## src/rtl/scl_pkg.sv

```systemverilog
// Package for the source code lexer: token kinds, lexer modes and the
// record passed from the classifier to the token queue. No dependencies.
package scl_pkg;

  localparam int KIND_BITS = 6;
  localparam int OUT_BITS = 32;

  localparam logic [5:0] K_SQLIT = 6'd51;
  localparam logic [5:0] K_DQLIT = 6'd52;
  localparam logic [5:0] K_IDENT = 6'd53;
  localparam logic [5:0] K_NUM = 6'd54;
  localparam logic [5:0] K_END = 6'd55;
  localparam logic [5:0] K_LINE = 6'd56;
  localparam logic [5:0] K_UNKNOWN = 6'd57;
  localparam logic [5:0] K_UNTERM_LIT = 6'd58;
  localparam logic [5:0] K_UNTERM_COMMENT = 6'd59;

  // Lexer modes; pending operators occupy M_OP .. M_OP+15.
  localparam logic [4:0] M_IDLE = 5'd0;
  localparam logic [4:0] M_IDENT = 5'd1;
  localparam logic [4:0] M_NUM = 5'd2;
  localparam logic [4:0] M_SQ = 5'd3;
  localparam logic [4:0] M_SQ_ESC = 5'd4;
  localparam logic [4:0] M_DQ = 5'd5;
  localparam logic [4:0] M_DQ_ESC = 5'd6;
  localparam logic [4:0] M_LINE = 5'd7;
  localparam logic [4:0] M_BLOCK = 5'd8;
  localparam logic [4:0] M_BSTAR = 5'd9;
  localparam logic [4:0] M_BSLASH = 5'd10;
  localparam logic [4:0] M_OP = 5'd16;

  // One token as the back end sees it; the length fits in 32 bits output.
  typedef struct packed {
    logic [5:0]  kind;
    logic [31:0] start;
    logic [31:0] length;
    logic        last;
  } token_t;

  // Up to two tokens caused by one byte.
  typedef struct packed {
    logic   two;
    token_t first;
    token_t second;
  } tok_pair_t;

  function automatic logic [5:0] single_kind(input logic [7:0] c);
    case (c)
      8'h24: single_kind = 6'd0;
      8'h28: single_kind = 6'd1;
      8'h29: single_kind = 6'd2;
      8'h7b: single_kind = 6'd3;
      8'h7d: single_kind = 6'd4;
      8'h5b: single_kind = 6'd5;
      8'h5d: single_kind = 6'd6;
      8'h3a: single_kind = 6'd7;
      8'h40: single_kind = 6'd8;
      8'h2c: single_kind = 6'd9;
      8'h3b: single_kind = 6'd10;
      8'h2e: single_kind = 6'd11;
      default: single_kind = 6'h3f;
    endcase
  endfunction

  function automatic logic [4:0] op_start(input logic [7:0] c);
    case (c)
      8'h2a: op_start = 5'd0;
      8'h2b: op_start = 5'd1;
      8'h2d: op_start = 5'd2;
      8'h21: op_start = 5'd3;
      8'h7c: op_start = 5'd4;
      8'h26: op_start = 5'd5;
      8'h5e: op_start = 5'd6;
      8'h7e: op_start = 5'd7;
      8'h3d: op_start = 5'd8;
      8'h2f: op_start = 5'd9;
      8'h25: op_start = 5'd10;
      8'h23: op_start = 5'd11;
      8'h3c: op_start = 5'd12;
      8'h3e: op_start = 5'd14;
      default: op_start = 5'h1f;
    endcase
  endfunction

  function automatic logic [5:0] op_lone(input logic [3:0] i);
    case (i)
      4'd0: op_lone = 6'd12;
      4'd1: op_lone = 6'd14;
      4'd2: op_lone = 6'd17;
      4'd3: op_lone = 6'd21;
      4'd4: op_lone = 6'd23;
      4'd5: op_lone = 6'd26;
      4'd6: op_lone = 6'd29;
      4'd7: op_lone = 6'd32;
      4'd8: op_lone = 6'd34;
      4'd9: op_lone = 6'd37;
      4'd10: op_lone = 6'd39;
      4'd11: op_lone = 6'd41;
      4'd12: op_lone = 6'd43;
      4'd13: op_lone = 6'd44;
      4'd14: op_lone = 6'd47;
      default: op_lone = 6'd48;
    endcase
  endfunction

  // Kind of the extended operator, or all ones when c does not extend it.
  function automatic logic [5:0] op_follow(input logic [3:0] i, input logic [7:0] c);
    logic eq, pl, mi, gt;
    eq = (c == 8'h3d);
    pl = (c == 8'h2b);
    mi = (c == 8'h2d);
    gt = (c == 8'h3e);
    op_follow = 6'h3f;
    case (i)
      4'd0: if (eq) op_follow = 6'd13;
      4'd1: if (pl) op_follow = 6'd15; else if (eq) op_follow = 6'd16;
      4'd2: if (mi) op_follow = 6'd18; else if (eq) op_follow = 6'd19;
            else if (gt) op_follow = 6'd20;
      4'd3: if (eq) op_follow = 6'd22;
      4'd4: if (c == 8'h7c) op_follow = 6'd24; else if (eq) op_follow = 6'd25;
      4'd5: if (c == 8'h26) op_follow = 6'd27; else if (eq) op_follow = 6'd28;
      4'd6: if (c == 8'h5e) op_follow = 6'd30; else if (eq) op_follow = 6'd31;
      4'd7: if (eq) op_follow = 6'd33;
      4'd8: if (eq) op_follow = 6'd35; else if (gt) op_follow = 6'd36;
      4'd9: if (eq) op_follow = 6'd38;
      4'd10: if (eq) op_follow = 6'd40;
      4'd11: if (c == 8'h23) op_follow = 6'd42;
      4'd12: if (eq) op_follow = 6'd46;
      4'd13: if (eq) op_follow = 6'd45;
      4'd14: if (eq) op_follow = 6'd50;
      default: if (eq) op_follow = 6'd49;
    endcase
  endfunction

endpackage

```

## src/rtl/scl_front.sv

```systemverilog
// Front end of the lexer: classifies each byte against the current mode and
// produces up to two tokens. Depends on scl_pkg.
module scl_front #(
  parameter int OFFSET_BITS = 32,
  parameter int NEST_BITS = 8
) (
  input  logic               clk,
  input  logic               rst,
  input  logic               take,
  input  logic [7:0]         char_byte,
  output logic               emit,
  output scl_pkg::tok_pair_t pair
);

  logic [4:0]             lex_mode, lex_mode_next;
  logic [OFFSET_BITS-1:0] byte_offset, token_begin, token_begin_next;
  logic [NEST_BITS-1:0]   comment_depth, comment_depth_next;

  logic [OFFSET_BITS-1:0] p1, span;
  logic [31:0]            p32, p1_32, tb32, span32;
  logic                   again, is_alpha, is_digit;
  logic [5:0]             sk, fk;
  logic [4:0]             os;
  logic [3:0]             oi;
  scl_pkg::token_t        t0, t1;
  logic                   n0, n1;

  assign p1 = byte_offset + OFFSET_BITS'(1);
  assign span = byte_offset - token_begin;
  assign p32 = 32'(byte_offset);
  assign p1_32 = 32'(p1);
  assign tb32 = 32'(token_begin);
  assign span32 = 32'(span);
  assign is_alpha = (char_byte >= 8'h61 && char_byte <= 8'h7a) ||
                    (char_byte >= 8'h41 && char_byte <= 8'h5a) || char_byte == 8'h5f;
  assign is_digit = char_byte >= 8'h30 && char_byte <= 8'h39;
  assign sk = scl_pkg::single_kind(char_byte);
  assign os = scl_pkg::op_start(char_byte);
  assign oi = lex_mode[3:0];
  assign fk = scl_pkg::op_follow(oi, char_byte);

  always_comb begin
    lex_mode_next = lex_mode;
    token_begin_next = token_begin;
    comment_depth_next = comment_depth;
    again = 1'b0;
    n0 = 1'b0;
    n1 = 1'b0;
    t0 = '0;
    t1 = '0;
    if (lex_mode[4]) begin
      if (oi == 4'd9 && char_byte == 8'h2f) lex_mode_next = scl_pkg::M_LINE;
      else if (oi == 4'd9 && char_byte == 8'h2a) begin
        lex_mode_next = scl_pkg::M_BLOCK;
        comment_depth_next = NEST_BITS'(1);
      end else if (oi == 4'd12 && char_byte == 8'h3c) lex_mode_next = scl_pkg::M_OP + 5'd13;
      else if (oi == 4'd14 && char_byte == 8'h3e) lex_mode_next = scl_pkg::M_OP + 5'd15;
      else if (char_byte != 8'h00 && fk != 6'h3f) begin
        n0 = 1'b1;
        t0 = '{fk, tb32, (oi == 4'd13 || oi == 4'd15) ? 32'd3 : 32'd2, 1'b0};
        lex_mode_next = scl_pkg::M_IDLE;
      end else begin
        n0 = 1'b1;
        t0 = '{scl_pkg::op_lone(oi), tb32,
               (oi == 4'd13 || oi == 4'd15) ? 32'd2 : 32'd1, 1'b0};
        again = 1'b1;
      end
    end else begin
      case (lex_mode)
        scl_pkg::M_IDENT, scl_pkg::M_NUM: begin
          if (!(is_digit || (lex_mode == scl_pkg::M_IDENT && is_alpha))) begin
            n0 = 1'b1;
            t0 = '{(lex_mode == scl_pkg::M_IDENT) ? scl_pkg::K_IDENT : scl_pkg::K_NUM,
                   tb32, span32, 1'b0};
            again = 1'b1;
          end
        end
        scl_pkg::M_SQ, scl_pkg::M_DQ: begin
          if (char_byte == 8'h00) begin
            n0 = 1'b1;
            t0 = '{scl_pkg::K_UNTERM_LIT, tb32, span32, 1'b0};
            lex_mode_next = scl_pkg::M_IDLE;
          end else if (char_byte == 8'h5c) lex_mode_next = lex_mode + 5'd1;
          else if (char_byte == ((lex_mode == scl_pkg::M_SQ) ? 8'h27 : 8'h22)) begin
            n0 = 1'b1;
            t0 = '{(lex_mode == scl_pkg::M_SQ) ? scl_pkg::K_SQLIT : scl_pkg::K_DQLIT,
                   tb32, span32 + 32'd1, 1'b0};
            lex_mode_next = scl_pkg::M_IDLE;
          end else if (char_byte == 8'h0a) begin
            n0 = 1'b1;
            t0 = '{scl_pkg::K_LINE, p1_32, 32'd0, 1'b0};
          end
        end
        scl_pkg::M_SQ_ESC, scl_pkg::M_DQ_ESC: begin
          if (char_byte == 8'h00) begin
            n0 = 1'b1;
            t0 = '{scl_pkg::K_UNTERM_LIT, tb32, span32, 1'b0};
            lex_mode_next = scl_pkg::M_IDLE;
          end else begin
            if (char_byte == 8'h0a) begin
              n0 = 1'b1;
              t0 = '{scl_pkg::K_LINE, p1_32, 32'd0, 1'b0};
            end
            lex_mode_next = lex_mode - 5'd1;
          end
        end
        scl_pkg::M_LINE: begin
          if (char_byte == 8'h0a) begin
            n0 = 1'b1;
            t0 = '{scl_pkg::K_LINE, p1_32, 32'd0, 1'b0};
            lex_mode_next = scl_pkg::M_IDLE;
          end else if (char_byte == 8'h00) begin
            n0 = 1'b1;
            t0 = '{scl_pkg::K_END, p32, 32'd0, 1'b0};
            lex_mode_next = scl_pkg::M_IDLE;
          end
        end
        scl_pkg::M_BLOCK, scl_pkg::M_BSTAR, scl_pkg::M_BSLASH: begin
          if (lex_mode == scl_pkg::M_BSTAR && char_byte == 8'h2f) begin
            if (comment_depth != '0) comment_depth_next = comment_depth - NEST_BITS'(1);
            lex_mode_next = (comment_depth <= NEST_BITS'(1)) ? scl_pkg::M_IDLE
                                                             : scl_pkg::M_BLOCK;
          end else if (lex_mode == scl_pkg::M_BSLASH && char_byte == 8'h2a) begin
            if (comment_depth != '1) comment_depth_next = comment_depth + NEST_BITS'(1);
            lex_mode_next = scl_pkg::M_BLOCK;
          end else begin
            lex_mode_next = scl_pkg::M_BLOCK;
            if (char_byte == 8'h00) begin
              n0 = 1'b1;
              t0 = '{scl_pkg::K_UNTERM_COMMENT, tb32, span32, 1'b0};
              comment_depth_next = '0;
              lex_mode_next = scl_pkg::M_IDLE;
            end else if (char_byte == 8'h0a) begin
              n0 = 1'b1;
              t0 = '{scl_pkg::K_LINE, p1_32, 32'd0, 1'b0};
            end else if (char_byte == 8'h2a) lex_mode_next = scl_pkg::M_BSTAR;
            else if (char_byte == 8'h2f) lex_mode_next = scl_pkg::M_BSLASH;
          end
        end
        default: again = 1'b1;
      endcase
    end
    // Lex the byte afresh from idle; its token goes into the second slot when the first slot holds one.
    if (again) begin
      lex_mode_next = scl_pkg::M_IDLE;
      if (char_byte == 8'h00) begin
        n1 = 1'b1;
        t1 = '{scl_pkg::K_END, p32, 32'd0, 1'b0};
      end else if (char_byte == 8'h0a) begin
        n1 = 1'b1;
        t1 = '{scl_pkg::K_LINE, p1_32, 32'd0, 1'b0};
      end else if (char_byte == 8'h20 || char_byte == 8'h09) begin
        n1 = 1'b0;
      end else if (sk != 6'h3f) begin
        n1 = 1'b1;
        t1 = '{sk, p32, 32'd1, 1'b0};
      end else begin
        token_begin_next = byte_offset;
        if (os != 5'h1f) lex_mode_next = scl_pkg::M_OP + os;
        else if (char_byte == 8'h27) lex_mode_next = scl_pkg::M_SQ;
        else if (char_byte == 8'h22) lex_mode_next = scl_pkg::M_DQ;
        else if (is_alpha) lex_mode_next = scl_pkg::M_IDENT;
        else if (is_digit) lex_mode_next = scl_pkg::M_NUM;
        else begin
          n1 = 1'b1;
          t1 = '{scl_pkg::K_UNKNOWN, p32, 32'd1, 1'b0};
        end
      end
    end
  end

  // Pack so that the first token is always present when any is.
  always_comb begin
    pair = '0;
    emit = n0 | n1;
    pair.two = n0 & n1;
    if (n0) begin
      pair.first = t0;
      pair.first.last = ~n1;
      pair.second = t1;
      pair.second.last = 1'b1;
    end else begin
      pair.first = t1;
      pair.first.last = 1'b1;
    end
  end

  always_ff @(posedge clk) begin
    if (rst) begin
      lex_mode <= scl_pkg::M_IDLE;
      byte_offset <= '0;
      token_begin <= '0;
      comment_depth <= '0;
    end else if (take) begin
      lex_mode <= lex_mode_next;
      byte_offset <= p1;
      token_begin <= token_begin_next;
      comment_depth <= comment_depth_next;
    end
  end

  assert property (@(posedge clk) disable iff (rst)
    (lex_mode == scl_pkg::M_BLOCK) |-> comment_depth != '0)
    else $error("block comment with zero depth");
  assert property (@(posedge clk) disable iff (rst)
    pair.two |-> emit && !pair.first.last && pair.second.last)
    else $error("token pair marks wrong");
  assert property (@(posedge clk) disable iff (rst)
    take |=> byte_offset == $past(byte_offset) + OFFSET_BITS'(1))
    else $error("offset did not advance");

endmodule

```

## src/rtl/scl_queue.sv

```systemverilog
// Token queue between the front and back ends; takes one or two tokens per
// push and delivers one per pop. Depends on scl_pkg.
module scl_queue #(
  parameter int DEPTH_BITS = 2
) (
  input  logic               clk,
  input  logic               rst,
  input  logic               wr,
  input  scl_pkg::tok_pair_t wr_pair,
  output logic               room,
  input  logic               rd,
  output logic               avail,
  output scl_pkg::token_t    rd_tok
);

  localparam int DEPTH = 1 << DEPTH_BITS;

  scl_pkg::token_t         slots [DEPTH];
  logic [DEPTH_BITS-1:0]   wp, rp;
  logic [DEPTH_BITS:0]     count, count_next;

  // Keep room for a worst-case pair.
  assign room = count <= (DEPTH_BITS+1)'(DEPTH - 2);
  assign avail = count != '0;
  assign rd_tok = slots[rp];

  always_comb begin
    count_next = count;
    if (wr) count_next = count_next + (wr_pair.two ? (DEPTH_BITS+1)'(2) : (DEPTH_BITS+1)'(1));
    if (rd && avail) count_next = count_next - (DEPTH_BITS+1)'(1);
  end

  always_ff @(posedge clk) begin
    if (wr) begin
      slots[wp] <= wr_pair.first;
      if (wr_pair.two) slots[wp + DEPTH_BITS'(1)] <= wr_pair.second;
    end
  end

  always_ff @(posedge clk) begin
    if (rst) begin
      wp <= '0;
      rp <= '0;
      count <= '0;
    end else begin
      if (wr) wp <= wp + (wr_pair.two ? DEPTH_BITS'(2) : DEPTH_BITS'(1));
      if (rd && avail) rp <= rp + DEPTH_BITS'(1);
      count <= count_next;
    end
  end

  assert property (@(posedge clk) disable iff (rst) count <= (DEPTH_BITS+1)'(DEPTH))
    else $error("queue overflow");
  assert property (@(posedge clk) disable iff (rst) wr |-> room)
    else $error("write without room");
  assert property (@(posedge clk) disable iff (rst)
    (rd && avail && !wr) |=> count == $past(count) - (DEPTH_BITS+1)'(1))
    else $error("pop did not drain");

endmodule

```

## src/rtl/source_code_lexer_core.sv

```systemverilog
// Top level of the source code lexer: byte classifier in front, token queue
// behind. Depends on scl_pkg, scl_front and scl_queue.
//
//   channel  handshake     payload
//   input    push / full   char_byte
//   result   pop / empty   token_kind, token_start, token_length, last_of_run
//
// One byte per cycle while full is low; the front-end mode logic is combinational.
// A byte yields zero to two tokens; the queue holds four, so full rises
// while fewer than two slots are free. The queue is registered: empty falls in
// the cycle after a byte that yields a token is taken. Reset clears the mode, offsets, nesting depth and the queue.
module source_code_lexer_core #(
  parameter int OFFSET_BITS = 32,
  parameter int NEST_BITS = 8
) (
  input  logic        clk,
  input  logic        rst,
  input  logic        push,
  output logic        full,
  input  logic [7:0]  char_byte,
  input  logic        pop,
  output logic        empty,
  output logic [5:0]  token_kind,
  output logic [31:0] token_start,
  output logic [31:0] token_length,
  output logic        last_of_run
);

  logic               take, emit, room, avail;
  scl_pkg::tok_pair_t pair;
  scl_pkg::token_t    head;

  assign full = ~room;
  assign take = push & room;
  assign empty = ~avail;

  scl_front #(.OFFSET_BITS(OFFSET_BITS), .NEST_BITS(NEST_BITS)) u_front (
    .clk(clk), .rst(rst), .take(take), .char_byte(char_byte),
    .emit(emit), .pair(pair)
  );

  scl_queue #(.DEPTH_BITS(2)) u_queue (
    .clk(clk), .rst(rst), .wr(take & emit), .wr_pair(pair), .room(room),
    .rd(pop), .avail(avail), .rd_tok(head)
  );

  assign token_kind = head.kind;
  assign token_start = head.start;
  assign token_length = head.length;
  assign last_of_run = head.last;

endmodule

```

## config.mk

```make
export PLATFORM = sky130hd
export DESIGN_NAME = source_code_lexer_core
export DESIGN_NICKNAME = d
export VERILOG_FILES = /design/src/rtl/scl_pkg.sv /design/src/rtl/scl_front.sv /design/src/rtl/scl_queue.sv /design/src/rtl/source_code_lexer_core.sv
export SDC_FILE = /design/constraint.sdc
export NUM_CORES = 1
export LEC_CHECK = 0
export ABC_AREA = 1
export BUFFER_PORTS_ARGS = -buffer_cell sky130_fd_sc_hd__buf_2
export CAP_MARGIN = 20
export CORE_ASPECT_RATIO = 0.7
export CORE_MARGIN = 4
export CORE_UTILIZATION = 55
export CTS_CLUSTER_DIAMETER = 200
export DETAILED_ROUTE_END_ITERATION = 7
export PLACE_DENSITY = 0.72
export SLEW_MARGIN = 15
export SYNTH_ARGS = -nofsm -noshare
export SYNTH_HDL_FRONTEND = slang
export SYNTH_HIERARCHICAL = 1
export SYNTH_SLANG_ARGS = --single-unit
```

## constraint.sdc

```tcl
create_clock -name clk -period 9.7 [get_ports clk]
set_clock_uncertainty 0.15 [all_clocks]
set_input_delay 0.485 -clock clk [delete_from_list [all_inputs] [get_ports clk]]
set_output_delay 0.485 -clock clk [all_outputs]
set_load 0.03 [all_outputs]
```

==> impl_results.html <==
<table>
<tr><th>Metric</th><th>Value</th></tr>
<tr><th colspan="2">Place</th></tr>
<tr><td>Post-placement cell area</td><td>26300 um2</td></tr>
<tr><td>RD Place Congestion</td><td>1.00</td></tr>
<tr><td>Count of port buffers added during placement</td><td>84</td></tr>
<tr><td>Detail Placement HPWL</td><td>66.2 mm</td></tr>
<tr><th colspan="2">Clock network</th></tr>
<tr><td># clock sinks</td><td>376</td></tr>
<tr><td>Quantity of hold-fixing buffers added after cts</td><td>0</td></tr>
<tr><td>Setup Fix Bufs, Post-CTS</td><td>0</td></tr>
<tr><td>CTS HTree Levels</td><td>2</td></tr>
<tr><td>TritonCTS buffer count</td><td>39</td></tr>
<tr><td>Clock tree from TritonCTS</td><td>yes</td></tr>
<tr><td>Clock-pin slew reported for the worst setup and hold paths after clock tree synthesis</td><td>60 ps</td></tr>
<tr><td>Maximum number of buffers from clock root to sink</td><td>3</td></tr>
<tr><td>CTS Root Buffer Type</td><td>clkbuf_16</td></tr>
<tr><td>Insertion delay of the later-clocked pin in the worst-skew pair</td><td>570 ps</td></tr>
<tr><td>Number of gates given a new drive strength after cts</td><td>0</td></tr>
<tr><th colspan="2">Worst setup path</th></tr>
<tr><td>Largest fanout on the critical path</td><td>58</td></tr>
<tr><td>Depth of the most critical reg-to-reg path</td><td>17</td></tr>
<tr><td>Sort of element at the end of the critical path</td><td>register</td></tr>
<tr><td>Setup slack of the worst register-to-register path</td><td>3890 ps</td></tr>
<tr><td>Reg-to-reg startpoint</td><td>u_front/lex_mode[0]</td></tr>
<tr><td>Slowest cell on the critical path</td><td>buf_4</td></tr>
<tr><td>Kind of critical path</td><td>reg2reg</td></tr>
<tr><td>Crit-path cells</td><td>inv_1 -&gt; ha_1 -&gt; o21ai_0 -&gt; nor2_1 -&gt; inv_1 -&gt; nor2_2 -&gt; nor2_2 -&gt; nand2_8 -&gt; nand2_1 -&gt; nand2_1 -&gt; inv_1 -&gt; nor2_2 -&gt; nand2_1 -&gt; inv_2 -&gt; nand2_4 -&gt; nand2_4 -&gt; buf_4</td></tr>
<tr><td>Required time at the worst-slack endpoint</td><td>9740 ps</td></tr>
<tr><td>Critical path launch point type</td><td>register</td></tr>
<tr><td>Critical register-to-register path endpoint</td><td>u_queue/slots[1][24]</td></tr>
<tr><td>Arr. time, crit path</td><td>5840 ps</td></tr>
<tr><td>Crit-path max cell delay</td><td>720 ps</td></tr>
<tr><th colspan="2">Hold path</th></tr>
<tr><td>HP Start</td><td>pop</td></tr>
<tr><td>Path category of the worst min-delay check</td><td>in2reg</td></tr>
<tr><td>Hold path depth</td><td>3</td></tr>
<tr><th colspan="2">Timing</th></tr>
<tr><td>Unrepaired setup endpoints after global routing</td><td>no</td></tr>
<tr><td>Fin. max-slew vios</td><td>0</td></tr>
<tr><td>Share of the clock period used by the worst path after layout</td><td>0.599</td></tr>
<tr><td>Slew at the pin closest to its max-slew limit</td><td>1310 ps</td></tr>
<tr><td>Fmax</td><td>172 MHz</td></tr>
<tr><td>Final setup viols</td><td>0</td></tr>
<tr><td>Max transition margin</td><td>0.127</td></tr>
<tr><td>Final hold violations</td><td>0</td></tr>
<tr><td>Time the final worst path needs with I/O delays and setup</td><td>5810 ps</td></tr>
<tr><td>Total negative slack</td><td>0 ps</td></tr>
<tr><th colspan="2">Logic synthesis</th></tr>
<tr><td>Area leader, netlist</td><td>edfxtp_1</td></tr>
<tr><td>Flip-flop and latch count after synthesis</td><td>376</td></tr>
<tr><td>Synth top area share</td><td>0.328</td></tr>
<tr><td>Post-synthesis area per instance</td><td>7.32 um2</td></tr>
<tr><td>Warnings from Yosys</td><td>6</td></tr>
<tr><td>Leading cell types by total area after synthesis</td><td>edfxtp_1, o21ai_0, nand2_1</td></tr>
<tr><td>Cell count after synthesis</td><td>3550</td></tr>
<tr><td>Number of distinct library cell variants in the gate-level netlist after synthesis</td><td>66</td></tr>
<tr><td>Number of enable-type register cells in the synthesized netlist</td><td>284</td></tr>
<tr><td>Netlist area before placement</td><td>26000 um2</td></tr>
<tr><td>Cell types with the highest counts after synthesis</td><td>nand2_1, o21ai_0, nor2_1</td></tr>
<tr><td>Cell with the most instances after synthesis</td><td>nand2_1</td></tr>
<tr><td>Most used flip-flop cell after synthesis</td><td>edfxtp_1</td></tr>
<tr><td>Register area share after synthesis</td><td>0.399</td></tr>
<tr><td>Asr flop ratio synth</td><td>0</td></tr>
<tr><th colspan="2">Route</th></tr>
<tr><td>DRC errors left</td><td>0</td></tr>
<tr><td>Number of nets with antenna violations after routing</td><td>0</td></tr>
<tr><td>Pre-antenna DRT Iters</td><td>6</td></tr>
<tr><td>Final routed wire length divided by cell count</td><td>22.5 um</td></tr>
<tr><td>Vias per cell</td><td>6.20</td></tr>
<tr><td>Via Count</td><td>25800</td></tr>
<tr><td>Wire length reported by the detailed router</td><td>93.8 mm</td></tr>
<tr><td>Violation count after the first detailed-route iteration</td><td>4504</td></tr>
<tr><th colspan="2">Power</th></tr>
<tr><td>Pwr per Cell Area</td><td>377 nW/um2</td></tr>
<tr><td>Clock group share of total power</td><td>0.154</td></tr>
<tr><td>Sw frac</td><td>0.533</td></tr>
<tr><td>Max rail drop VDD</td><td>0.000224 V</td></tr>
<tr><td>Power spent charging and discharging nets</td><td>5.57 mW</td></tr>
<tr><td>Leakage Power</td><td>10.8 nW</td></tr>
<tr><td>Internal power</td><td>4.89 mW</td></tr>
<tr><td>Share of power burned in combinational logic</td><td>0.594</td></tr>
<tr><td>Part of the power in registers</td><td>0.251</td></tr>
<tr><th colspan="2">Finish</th></tr>
<tr><td>Net total in the final layout</td><td>3587</td></tr>
<tr><td>Post-route design area</td><td>27800 um2</td></tr>
<tr><td>Proportion of layout cells with a drive suffix above 1</td><td>0.0828</td></tr>
<tr><td>Area added between synthesis and finish</td><td>6.89%</td></tr>
<tr><td>Filler cells</td><td>4287</td></tr>
<tr><th colspan="2">GRT</th></tr>
<tr><td>GRT overflow</td><td>0</td></tr>
<tr><td>Initial antenna violation count</td><td>3</td></tr>
<tr><td>Maximum number of pins on one net before global-route repair</td><td>119</td></tr>
<tr><td>First-pass GRT wire length</td><td>141 mm</td></tr>
<tr><td>Total Routing Usage GR</td><td>0.360</td></tr>
<tr><td>Via count of the first global-routing pass</td><td>23300</td></tr>
<tr><th colspan="2">Floorplanning</th></tr>
<tr><td>Vert. Die Dim</td><td>190 um</td></tr>
<tr><td>Starting Density</td><td>0.558</td></tr>
<tr><td>I/O pin total</td><td>85</td></tr>
<tr><td>Area inside the core boundary</td><td>46600 um2</td></tr>
<tr><td>Die Outline Area</td><td>50800 um2</td></tr>
<tr><td>Row count</td><td>66</td></tr>
<tr><td>Die boundary width</td><td>268 um</td></tr>
<tr><th colspan="2">Flow run</th></tr>
<tr><td>Number of max-cap violations</td><td>0</td></tr>
<tr><th colspan="2">Run status</th></tr>
<tr><td>Result of the run</td><td>finished, final reports clean</td></tr>
</table>
layout make-up:
type / instances / area (um2) / area share
inverters: 384 / 1450 / 0.0522
diodes: 2 / 5.00 / 0.000180
repair buffers: 113 / 683 / 0.0246
multi-input cells: 2608 / 13100 / 0.473
well taps: 612 / 766 / 0.0276
clock inverters: 21 / 304 / 0.0109
clock buffers: 49 / 1050 / 0.0380
flip-flops and latches: 376 / 10400 / 0.373
metal layers:
metal  vias up  track usage  wire (um)
met3       147        0.117      13700
li1      12000            -          -
met2      1654        0.498      37300
met5         -            0         30
met1     12100        0.546      40700
met4         4       0.0800       2080
cell usage in the layout, fill, tap and decap left out, types with 51 or more instances in the layout:
| cell | synthesis | final |
|---|---|---|
| a21oi_1 | 186 | 186 |
| buf_2 | 26 | 84 |
| dfxtp_1 | 92 | 90 |
| edfxtp_1 | 284 | 284 |
| ha_1 | 51 | 51 |
| inv_1 | 357 | 356 |
| nand2_1 | 721 | 718 |
| nand3_1 | 163 | 163 |
| nor2_1 | 397 | 396 |
| nor3_1 | 56 | 56 |
| o21ai_0 | 573 | 572 |
| o21ai_1 | 57 | 57 |
| o22ai_1 | 88 | 88 |
state kept, by name, indices dropped and copies added, names as in the netlist, named ones only:
name and cells:
u_front/lex_mode 5, u_queue/count 3, u_queue/wp 2, u_front/comment_depth 8
u_front/byte_offset 32, u_queue/slots 284, u_queue/rp 2, u_front/tb32 32
power by group through the flow:
stage               combinational (mW)  sequential (mW)  clock [mW]
CTS                               6.01             2.61        1.62
global route                      6.75             2.66        1.70
global placement                  5.86             2.64           0
floorplan                         4.32             2.51           0
detailed placement                5.98             2.64           0
finish                            6.22             2.63        1.61
metrics by stage:
step           utilization  power [mW]  std cells  setup WS [ps]  hold WS, ps
3_5_place_dp         0.565        8.62       4088           3770          342
6_report             0.596        10.5       4165           3890          116
4_1_cts              0.594        10.2       4158           4100         95.2
2_1_floorplan            -        6.83       3580           1340          305
3_3_place_gp         0.565        8.50       4088           3890          336
5_1_grt              0.596        11.1       4163           3590          136
worst max-delay path: cells and delay by family (launching register included):
kind / cells / cell delay [ps]
flops: 1 / 330
fa+ha+maj: 1 / 280
simple gates: 10 / 3130
buf+inv: 5 / 1260
compound gates: 1 / 200
worst max-delay path by stage:
stage | startpoint | end | slack, ps | cells past startpoint
finish | u_front/lex_mode[0] | u_queue/slots[1][24] | 3890 | 17
global route | u_front/lex_mode[1] | u_queue/slots[1][30] | 3590 | 20
CTS | u_front/lex_mode[1] | u_queue/slots[1][24] | 4100 | 20
detailed placement | char_byte[1] | u_queue/slots[1][24] | 3770 | 21
global placement | char_byte[1] | u_queue/slots[1][30] | 3890 | 21
floorplan | u_front/lex_mode[0] | u_queue/slots[3][0] | 1340 | 22
cell families after synthesis:
family	count (synthesis)	share of synthesized area
fa+ha+maj	53	0.0261
compound gates	1033	0.221
buf+inv	596	0.102
flops	376	0.399
other cells	1	0.000144
xor+xnor	56	0.0192
simple gates	1435	0.233
Power figures use the tool's default switching activity.
